File: src/rtl/xps_pkg.sv
// Shared types, constants and helper functions for the XMODEM packet sender.
// No dependencies; used by every other file in rtl/.
package xps_pkg;

    localparam int PAYLOAD_BYTES = 128;
    localparam int STORE_AW      = $clog2(PAYLOAD_BYTES);
    localparam int FRAME_LEN_CRC = PAYLOAD_BYTES + 5;
    localparam int FRAME_LEN_SUM = PAYLOAD_BYTES + 4;
    localparam int CHECK_HI_POS  = PAYLOAD_BYTES + 3;

    // input modes
    localparam logic [2:0] MODE_START   = 3'd0;
    localparam logic [2:0] MODE_HOST    = 3'd1;
    localparam logic [2:0] MODE_TICK    = 3'd2;
    localparam logic [2:0] MODE_PAYLOAD = 3'd3;
    localparam logic [2:0] MODE_SLOT    = 3'd4;

    // protocol characters
    localparam logic [7:0] CH_SOH = 8'h01;
    localparam logic [7:0] CH_ETX = 8'h03;
    localparam logic [7:0] CH_EOT = 8'h04;
    localparam logic [7:0] CH_ACK = 8'h06;
    localparam logic [7:0] CH_NAK = 8'h15;
    localparam logic [7:0] CH_CAN = 8'h18;
    localparam logic [7:0] CH_C   = 8'h43;

    // status codes
    localparam logic [2:0] ST_IDLE      = 3'd0;
    localparam logic [2:0] ST_BUSY      = 3'd1;
    localparam logic [2:0] ST_DONE      = 3'd2;
    localparam logic [2:0] ST_CANCELLED = 3'd3;
    localparam logic [2:0] ST_TIMEOUT   = 3'd4;
    localparam logic [2:0] ST_RETRY     = 3'd5;
    localparam logic [2:0] ST_FETCH_ERR = 3'd6;

    // configuration register indexes
    localparam logic [2:0] CFG_TOTAL_SIZE    = 3'd0;
    localparam logic [2:0] CFG_BASE_ADDRESS  = 3'd1;
    localparam logic [2:0] CFG_FORCE_CRC     = 3'd2;
    localparam logic [2:0] CFG_TIMEOUT_TICKS = 3'd3;
    localparam logic [2:0] CFG_RETRY_LIMIT   = 3'd4;

    localparam int CFG_DATA_W = 17;

    localparam logic [15:0] CRC_POLY = 16'h1021;

    typedef enum logic [3:0] {
        PH_IDLE,
        PH_WAIT_START,
        PH_FETCH,
        PH_SEND,
        PH_WAIT_RESP,
        PH_DONE,
        PH_CANCEL,
        PH_TIMEOUT,
        PH_RETRY,
        PH_FETCH_ERR
    } phase_t;

    typedef struct packed {
        logic [2:0] mode;
        logic [7:0] host_byte;
        logic [7:0] payload_byte;
        logic       fetch_failed;
    } item_t;

    typedef struct packed {
        logic        tx_valid;
        logic [7:0]  tx_byte;
        logic        fetch_request;
        logic [15:0] fetch_address;
        logic [7:0]  fetch_length;
        logic [2:0]  status;
    } result_t;

    typedef struct packed {
        logic [16:0] total_size;
        logic [15:0] base_address;
        logic        force_crc;
        logic [15:0] timeout_ticks;
        logic [7:0]  retry_limit;
    } cfg_t;

    function automatic logic [2:0] status_of(input phase_t ph);
        logic [2:0] st;
        unique case (ph)
            PH_IDLE:      st = ST_IDLE;
            PH_DONE:      st = ST_DONE;
            PH_CANCEL:    st = ST_CANCELLED;
            PH_TIMEOUT:   st = ST_TIMEOUT;
            PH_RETRY:     st = ST_RETRY;
            PH_FETCH_ERR: st = ST_FETCH_ERR;
            default:      st = ST_BUSY;
        endcase
        return st;
    endfunction

    function automatic logic [15:0] crc16_byte(input logic [15:0] crc, input logic [7:0] data);
        logic [15:0] c;
        c = crc ^ {data, 8'h00};
        for (int k = 0; k < 8; k++) begin
            if (c[15])
                c = {c[14:0], 1'b0} ^ CRC_POLY;
            else
                c = {c[14:0], 1'b0};
        end
        return c;
    endfunction

endpackage

File: src/rtl/xps_store.sv
// Packet payload store: one write port, one read port with registered data.
// Depends on xps_pkg.
module xps_store
    import xps_pkg::*;
(
    input  logic                clk,
    input  logic                we,
    input  logic [STORE_AW-1:0] waddr,
    input  logic [7:0]          wdata,
    input  logic [STORE_AW-1:0] raddr,
    output logic [7:0]          rdata
);

    logic [7:0] mem [PAYLOAD_BYTES];

    always_ff @(posedge clk)
    begin
        if (we)
        begin
            mem[waddr] <= wdata;
        end
    end

    always_ff @(posedge clk)
    begin
        rdata <= mem[raddr];
    end

endmodule

File: src/rtl/xps_check.sv
// Running frame check: one CRC-16 or 8-bit checksum step per payload byte.
// Depends on xps_pkg.
module xps_check
    import xps_pkg::*;
(
    input  logic [15:0] check,
    input  logic        use_crc,
    input  logic [7:0]  data,
    output logic [15:0] check_next
);

    logic [7:0] sum;

    assign sum = check[7:0] + data;

    always_comb
    begin
        if (use_crc)
            check_next = crc16_byte(check, data);
        else
            check_next = {8'h00, sum};
    end

endmodule

File: src/rtl/xps_ctrl.sv
// Protocol sequencer: transfer state, framing and result formation per item.
// Depends on xps_pkg, xps_store and xps_check.
module xps_ctrl
    import xps_pkg::*;
(
    input  logic    clk,
    input  logic    rst_n,
    input  logic    advance,
    input  item_t   item,
    input  cfg_t    cfg,
    output result_t res
);

    phase_t      phase_reg,  phase_next;
    logic [15:0] pn_reg,     pn_next;
    logic [16:0] br_reg,     br_next;
    logic [7:0]  retry_reg,  retry_next;
    logic [15:0] wait_reg,   wait_next;
    logic        crc_reg,    crc_next;
    logic [7:0]  bp_reg,     bp_next;
    logic [15:0] chk_reg,    chk_next;

    logic                store_we;
    logic [STORE_AW-1:0] store_raddr;
    logic [7:0]          store_rdata;
    logic [15:0]         chk_step;
    logic                do_fetch;
    logic [15:0]         pn_less;
    logic [7:0]          rd_ptr;
    logic                host_cancel;

    xps_store u_store (
        .clk   (clk),
        .we    (store_we),
        .waddr (bp_reg[STORE_AW-1:0]),
        .wdata (item.payload_byte),
        .raddr (store_raddr),
        .rdata (store_rdata)
    );

    xps_check u_check (
        .check      (chk_reg),
        .use_crc    (crc_reg),
        .data       (item.payload_byte),
        .check_next (chk_step)
    );

    // next send position is read ahead so the data is registered in time
    assign rd_ptr      = (advance ? bp_next : bp_reg) - 8'd3;
    assign store_raddr = rd_ptr[STORE_AW-1:0];
    assign host_cancel = (item.host_byte == CH_ETX) || (item.host_byte == CH_CAN);
    assign pn_less     = pn_next - 16'd1;

    always_ff @(posedge clk or negedge rst_n)
    begin
        if (!rst_n)
        begin
            phase_reg <= PH_IDLE;
            pn_reg    <= 16'd1;
            br_reg    <= '0;
            retry_reg <= '0;
            wait_reg  <= '0;
            crc_reg   <= 1'b0;
            bp_reg    <= '0;
            chk_reg   <= '0;
        end
        else
        begin
            phase_reg <= phase_next;
            pn_reg    <= pn_next;
            br_reg    <= br_next;
            retry_reg <= retry_next;
            wait_reg  <= wait_next;
            crc_reg   <= crc_next;
            bp_reg    <= bp_next;
            chk_reg   <= chk_next;
        end
    end

    always_comb
    begin
        phase_next = phase_reg;
        pn_next    = pn_reg;
        br_next    = br_reg;
        retry_next = retry_reg;
        wait_next  = wait_reg;
        crc_next   = crc_reg;
        bp_next    = bp_reg;
        chk_next   = chk_reg;
        store_we   = 1'b0;
        do_fetch   = 1'b0;
        res        = '0;

        if (advance)
        begin
            priority if (item.mode == MODE_START)
            begin
                pn_next    = 16'd1;
                br_next    = cfg.total_size;
                retry_next = '0;
                wait_next  = '0;
                crc_next   = 1'b0;
                bp_next    = '0;
                chk_next   = '0;
                phase_next = PH_WAIT_START;
            end
            else if (phase_reg == PH_WAIT_START)
            begin
                if (item.mode == MODE_HOST)
                begin
                    if (host_cancel)
                        phase_next = PH_CANCEL;
                    else if (item.host_byte == CH_C ||
                             (!cfg.force_crc && item.host_byte == CH_NAK))
                    begin
                        crc_next = cfg.force_crc || (item.host_byte == CH_C);
                        do_fetch = 1'b1;
                    end
                end
                else if (item.mode == MODE_TICK)
                begin
                    if (wait_reg == cfg.timeout_ticks)
                        phase_next = PH_TIMEOUT;
                    else
                        wait_next = wait_reg + 16'd1;
                end
            end
            else if (phase_reg == PH_FETCH)
            begin
                if (item.mode == MODE_PAYLOAD)
                begin
                    if (item.fetch_failed)
                    begin
                        res.tx_valid = 1'b1;
                        res.tx_byte  = CH_EOT;
                        phase_next   = PH_FETCH_ERR;
                    end
                    else
                    begin
                        store_we = 1'b1;
                        chk_next = chk_step;
                        if (bp_reg == 8'(PAYLOAD_BYTES - 1))
                        begin
                            bp_next    = '0;
                            phase_next = PH_SEND;
                        end
                        else
                            bp_next = bp_reg + 8'd1;
                    end
                end
            end
            else if (phase_reg == PH_SEND)
            begin
                if (item.mode == MODE_SLOT)
                begin
                    res.tx_valid = 1'b1;
                    priority if (bp_reg == 8'd0)
                        res.tx_byte = CH_SOH;
                    else if (bp_reg == 8'd1)
                        res.tx_byte = pn_reg[7:0];
                    else if (bp_reg == 8'd2)
                        res.tx_byte = ~pn_reg[7:0];
                    else if (bp_reg < 8'(CHECK_HI_POS))
                        res.tx_byte = store_rdata;
                    else if (bp_reg == 8'(CHECK_HI_POS) && crc_reg)
                        res.tx_byte = chk_reg[15:8];
                    else
                        res.tx_byte = chk_reg[7:0];
                    if (bp_reg + 8'd1 >= (crc_reg ? 8'(FRAME_LEN_CRC) : 8'(FRAME_LEN_SUM)))
                    begin
                        bp_next    = '0;
                        wait_next  = '0;
                        phase_next = PH_WAIT_RESP;
                    end
                    else
                        bp_next = bp_reg + 8'd1;
                end
            end
            else if (phase_reg == PH_WAIT_RESP)
            begin
                if (item.mode == MODE_HOST)
                begin
                    if (host_cancel)
                        phase_next = PH_CANCEL;
                    else if (item.host_byte == CH_ACK)
                    begin
                        pn_next = pn_reg + 16'd1;
                        br_next = (br_reg > 17'(PAYLOAD_BYTES)) ?
                                  br_reg - 17'(PAYLOAD_BYTES) : '0;
                        if (br_next == '0)
                        begin
                            res.tx_valid = 1'b1;
                            res.tx_byte  = CH_EOT;
                            wait_next    = '0;
                            phase_next   = PH_DONE;
                        end
                        else
                            do_fetch = 1'b1;
                    end
                    else if (item.host_byte == CH_NAK)
                    begin
                        wait_next = '0;
                        if (retry_reg < cfg.retry_limit)
                        begin
                            retry_next = retry_reg + 8'd1;
                            bp_next    = '0;
                            phase_next = PH_SEND;
                        end
                        else
                            phase_next = PH_RETRY;
                    end
                end
                else if (item.mode == MODE_TICK)
                begin
                    if (wait_reg == cfg.timeout_ticks)
                        phase_next = PH_TIMEOUT;
                    else
                        wait_next = wait_reg + 16'd1;
                end
            end
            else
            begin
            end

            if (do_fetch)
            begin
                res.fetch_request = 1'b1;
                res.fetch_address = cfg.base_address +
                                    {pn_less[15-STORE_AW:0], {STORE_AW{1'b0}}};
                res.fetch_length  = (br_next > 17'(PAYLOAD_BYTES)) ?
                                    8'(PAYLOAD_BYTES) : br_next[7:0];
                bp_next    = '0;
                chk_next   = '0;
                wait_next  = '0;
                phase_next = PH_FETCH;
            end

            res.status = status_of(phase_next);
        end
    end

    a_fetch_ptr: assert property (@(posedge clk) disable iff (!rst_n)
        phase_reg == PH_FETCH |-> bp_reg < 8'(PAYLOAD_BYTES))
        else $error("fetch pointer beyond payload");

    a_send_ptr: assert property (@(posedge clk) disable iff (!rst_n)
        phase_reg == PH_SEND |-> bp_reg < 8'(FRAME_LEN_CRC))
        else $error("send pointer beyond frame");

    a_fetch_enters: assert property (@(posedge clk) disable iff (!rst_n)
        advance && res.fetch_request |=> phase_reg == PH_FETCH && bp_reg == 8'd0)
        else $error("fetch request without fetch phase");

    a_slot_sends: assert property (@(posedge clk) disable iff (!rst_n)
        advance && phase_reg == PH_SEND && item.mode == MODE_SLOT |-> res.tx_valid)
        else $error("transmit slot in send phase gave no byte");

    a_one_action: assert property (@(posedge clk) disable iff (!rst_n)
        res.tx_valid |-> !res.fetch_request && advance)
        else $error("byte and fetch request in one result");

endmodule

File: config.mk
export PLATFORM = sky130hd
export DESIGN_NAME = xps_ctrl
export DESIGN_NICKNAME = d
export VERILOG_FILES = /design/src/rtl/xps_pkg.sv /design/src/rtl/xps_store.sv /design/src/rtl/xps_check.sv /design/src/rtl/xps_ctrl.sv
export SDC_FILE = /design/constraint.sdc
export NUM_CORES = 2
export LEC_CHECK = 0
export BUFFER_PORTS_ARGS = -buffer_cell sky130_fd_sc_hd__buf_2
export CORE_MARGIN = 8
export CORE_UTILIZATION = 50
export CTS_BUF_LIST = sky130_fd_sc_hd__clkbuf_4 sky130_fd_sc_hd__clkbuf_8
export CTS_CLUSTER_DIAMETER = 120
export DETAILED_ROUTE_END_ITERATION = 16
export PLACE_DENSITY = 0.66
export SLEW_MARGIN = 5
export SYNTH_ARGS = -nofsm -noshare
export SYNTH_HDL_FRONTEND = slang
export SYNTH_HIERARCHICAL = 1
export SYNTH_SLANG_ARGS = --single-unit
File: constraint.sdc
create_clock -name clk -period 8.8 [get_ports clk]
set_input_delay 1.76 -clock clk [delete_from_list [all_inputs] [get_ports clk]]
set_output_delay 1.76 -clock clk [all_outputs]
set_load 0.1 [all_outputs]
==> impl_metrics.csv <==
group,metric,value,unit
cts,ctsRootBufferMaster,"clkbuf_8",
cts,clockBufferDepth,3,
timing,min_period,8.10,ns
detailed_routing,wl,114000,um
setup_path,cp.buffers_inverters,2,
die,rows,112,
setup_path,path_common_cell,"xnor2_1",
die,die_w,323,um
timing,tightestPinTransition,1.14,ns
logic_synthesis,synthCells,2606,
die,die_area,105000,um2
global_route,grt_max_degree,107,
timing,fmax,0.123,GHz
setup_path,end_kind,"primary output",
logic_synthesis,seq_area_frac_synth,69.6,%
die,core_area,93500,um2
cells_and_area,areaGrowthSynthToFinish,11.9,%
cts,post_cts_buffers,0,
setup_path,crit_fanout,4,
cts,cts_buffers,178,
logic_synthesis,synth_fp_nets,2722,
cts,insertion_delay,0.84,ns
global_route,grt_first_pass_wirelength,171000,um
setup_path,cp-start-kind,"input pin",
detailed_routing,postRouteAntennaNets,0,
global_route,grt-ovfl-total,0,
cells_and_area,layout.nets,2937,
cells_and_area,finish.utilization,56.6,%
cells_and_area,drive_above_1_share,28.0,%
cts,htreeDepth,4,
cells_and_area,regArea,32900,um2
setup_path,r2r-start,"bp_reg[0]",
setup_path,cpLargestDelayFamily,"simple AND/OR/NAND/NOR gates",
detailed_routing,wire_per_inst,27.0,um
hold_path,hp-class,"flip-flop to flip-flop",
setup_path,cp.required,7.04,ns
cells_and_area,largest_reg_flops,1024,
logic_synthesis,synth-seq-cells,1111,
logic_synthesis,netlist_area,47300,um2
die,die_h,323,um
setup_path,max_stage_delay,0.61,ns
setup_path,crit_chain,"buf_2 > or4b_1 > or4_1 > o31ai_1 > or3b_2 > nor3_1 > nand3b_1 > xnor2_1 > ha_1 > or3_1 > o21ai_0 > a21oi_1 > xor2_1 > xnor2_1 > xnor2_1 > nor2_1 > buf_12",
cts,clock-sinks,1111,
die,start_util,50.6,%
setup_path,crit_type,"input pin to primary output",
timing,grt_setup_unrepaired,"no",
hold_path,whs_path_depth,1,
flow_run,maxCapViolCount,0,
global_route,grt_pass1_vias,26400,
cts,cts_tree,"yes",
hold_path,hold_start,"br_reg[6]",
detailed_routing,drt-initial-drc-count,2732,
detailed_routing,drc,0,
timing,final-hold-violation-count,0,
power,leakage,17.6,nW
cells_and_area,multi_input_area,13700,um2
power,ir_drop,0.000338,V
timing,finalSetupTns,0,ns
cts,cts_resized,0,
setup_path,r2r_setup_slack,1.81,ns
timing,finClkSkew,0.0429,ns
timing,slew_violations,0,
logic_synthesis,avgSynthCellArea,18.1,um2
die,io_pins,118,
setup_path,r2r-end,"u_store/rdata[5]",
placed_design,io_buffers,117,
detailed_routing,via_count,25800,
cells_and_area,num-fill-cells,7064,
logic_synthesis,dominantRegCellSynth,"edfxtp_1",
placed_design,post-dp-hpwl,72900,um
global_route,antenna_found_initial,3,
hold_path,holdPathEnd,"br_reg[6]",
placed_design,gp_congestion,0.888,
run_status,outcome,"completed",
cts,cts_hold_buffers,0,
cts,clkTransAtPathRegs,0.06,ns
logic_synthesis,async_flop_share,7.11,%
detailed_routing,drt_first_pass_iters,5,
setup_path,reg2reg_depth,18,
logic_synthesis,yosysWarnings,6,
power,p_per_area,312,nW/um2
logic_synthesis,synth-edff-count,1024,
global_route,track_usage,21.8,%
timing,fin_crit_sh,92.1,%
setup_path,arrival,6.34,ns
timing,max_slew_margin,23.3,%
detailed_routing,via_per_inst,6.11,
setup_path,slowest_stage,"or4b_1",
logic_synthesis,synth_cell_types,92,
timing,setup-violations-final,0,
==> worst max path at each step <==
| stage | startpoint | endpoint | slack (ns) | depth (start not counted) |
|---|---|---|---|---|
| 2_1_floorplan | item[9] | res[26] | 0.11 | 17 |
| 3_3_place_gp | item[9] | res[26] | 0.78 | 17 |
| 3_5_place_dp | item[9] | res[26] | 0.71 | 17 |
| 4_1_cts | item[9] | res[26] | 0.70 | 17 |
| 5_1_grt | item[9] | res[26] | 0.46 | 17 |
| 6_report | item[9] | res[26] | 0.70 | 17 |
==> worst reg2reg max path, cell delays in order (launching register included) <==
cell,delay (ns)
dfrtp_1,1.03
inv_1,0.23
ha_1,0.39
or3b_2,0.51
or4_1,0.41
nand3_1,0.09
o21ai_1,0.24
a211oi_1,0.31
o221ai_1,0.17
a22o_4,0.37
inv_1,0.20
ha_4,0.15
nand2_1,0.09
nand2_4,0.41
buf_12,0.40
mux4_2,0.45
mux4_2,0.53
mux4_2,0.59
mux2_2,0.30
==> kinds of logic (layout without fill, tap and decap cells) <==
group,after synthesis,in the layout,share of synthesized area [%]
DFF,1111,1111,69.6
and+or+nand+nor,576,576,6.00
AOI/OAI and AO/OA,254,254,3.60
other,0,3,0
buffers and inverters,181,531,1.62
xor gates and xnor gates,83,83,1.57
adders and majority gates,35,35,0.958
muxes,366,366,16.7
==> area by class of cell <==
class / instances / area share [%]
clock inverters: 63 / 0.889
clock buffers: 252 / 5.72
flip-flops and latches: 1111 / 62.2
multi-input cells: 1314 / 25.9
diodes: 3 / 0.0142
well taps: 1254 / 2.97
inverters: 44 / 0.312
repair buffers: 172 / 2.08
==> report_power, final <==
| part | internal (mW) | switching [mW] | total [mW] | leakage [nW] |
|---|---|---|---|---|
| registers | 5.86 | 0.194 | 6.05 | 10.3 |
| clock network | 2.36 | 1.99 | 4.36 | 1.85 |
| logic | 2.87 | 3.24 | 6.11 | 5.41 |
| total | 11.1 | 5.43 | 16.5 | 17.6 |
==> cells in the final DEF (no fill, tap or decap), types with 57 or more instances in the layout <==
cell type and count:
a21oi_1 57, buf_2 107, buf_4 59, clkbuf_4 71
clkbuf_8 181, dfrtp_1 78, edfxtp_1 1024, mux4_2 336
nand2_1 125, nor2_1 214, o21ai_0 67
==> Yosys cell counts (7+ instances only) <==
cell type / instances / area (um2)
edfxtp_1: 1024 / 30700
mux4_2: 336 / 7570
nor2b_1: 12 / 75.1
a211oi_1: 7 / 52.6
nor2_1: 214 / 803
and2_1: 24 / 150
dfxtp_1: 8 / 160
nand3b_1: 9 / 67.6
nand4_1: 23 / 144
mux2i_1: 17 / 170
mux2_2: 13 / 146
nand3_1: 37 / 185
nor4_1: 14 / 87.6
nor3b_1: 7 / 52.6
o31ai_1: 14 / 105
clkbuf_1: 75 / 282
or4_1: 14 / 105
a22o_1: 7 / 61.3
a22oi_1: 13 / 97.6
inv_1: 43 / 161
ha_1: 33 / 413
buf_2: 26 / 130
nand2_1: 126 / 473
o21ai_0: 67 / 335
xor2_1: 34 / 298
nor3_1: 20 / 100
xnor2_1: 47 / 412
buf_1: 27 / 101
or3_1: 13 / 81.3
a21oi_1: 57 / 285
nand2b_1: 13 / 81.3
o22ai_1: 10 / 62.6
and3_1: 15 / 93.8
dfrtp_1: 78 / 1950
==> per-stage QoR <==
step / hold slack (ns) / power, mW / instances / area [um2] / worst slack [ns]
final: 0.521 / 16.5 / 4213 / 52900 / 0.697
after global routing: 0.550 / 17.1 / 4211 / 52900 / 0.458
after CTS: 0.522 / 16.6 / 4210 / 52900 / 0.703
after detailed placement: 0.509 / 12.3 / 3895 / 49400 / 0.711
after global placement: 0.509 / 12.2 / 3895 / 49400 / 0.783
after floorplan: 0.480 / 10.3 / 2606 / 47300 / 0.106
==> routing by layer <==
layer / GRT usage (%) / up-vias / share of wire [%]
met1: 30.5 / 13400 / 41
met3: 4.11 / 187 / 7.7
li1: - / 11000 / -
met2: 34.6 / 1116 / 48
met5: 0 / - / 0
met4: 7.73 / 0 / 3.0
Note: power is estimated with default switching activity, not from simulation.
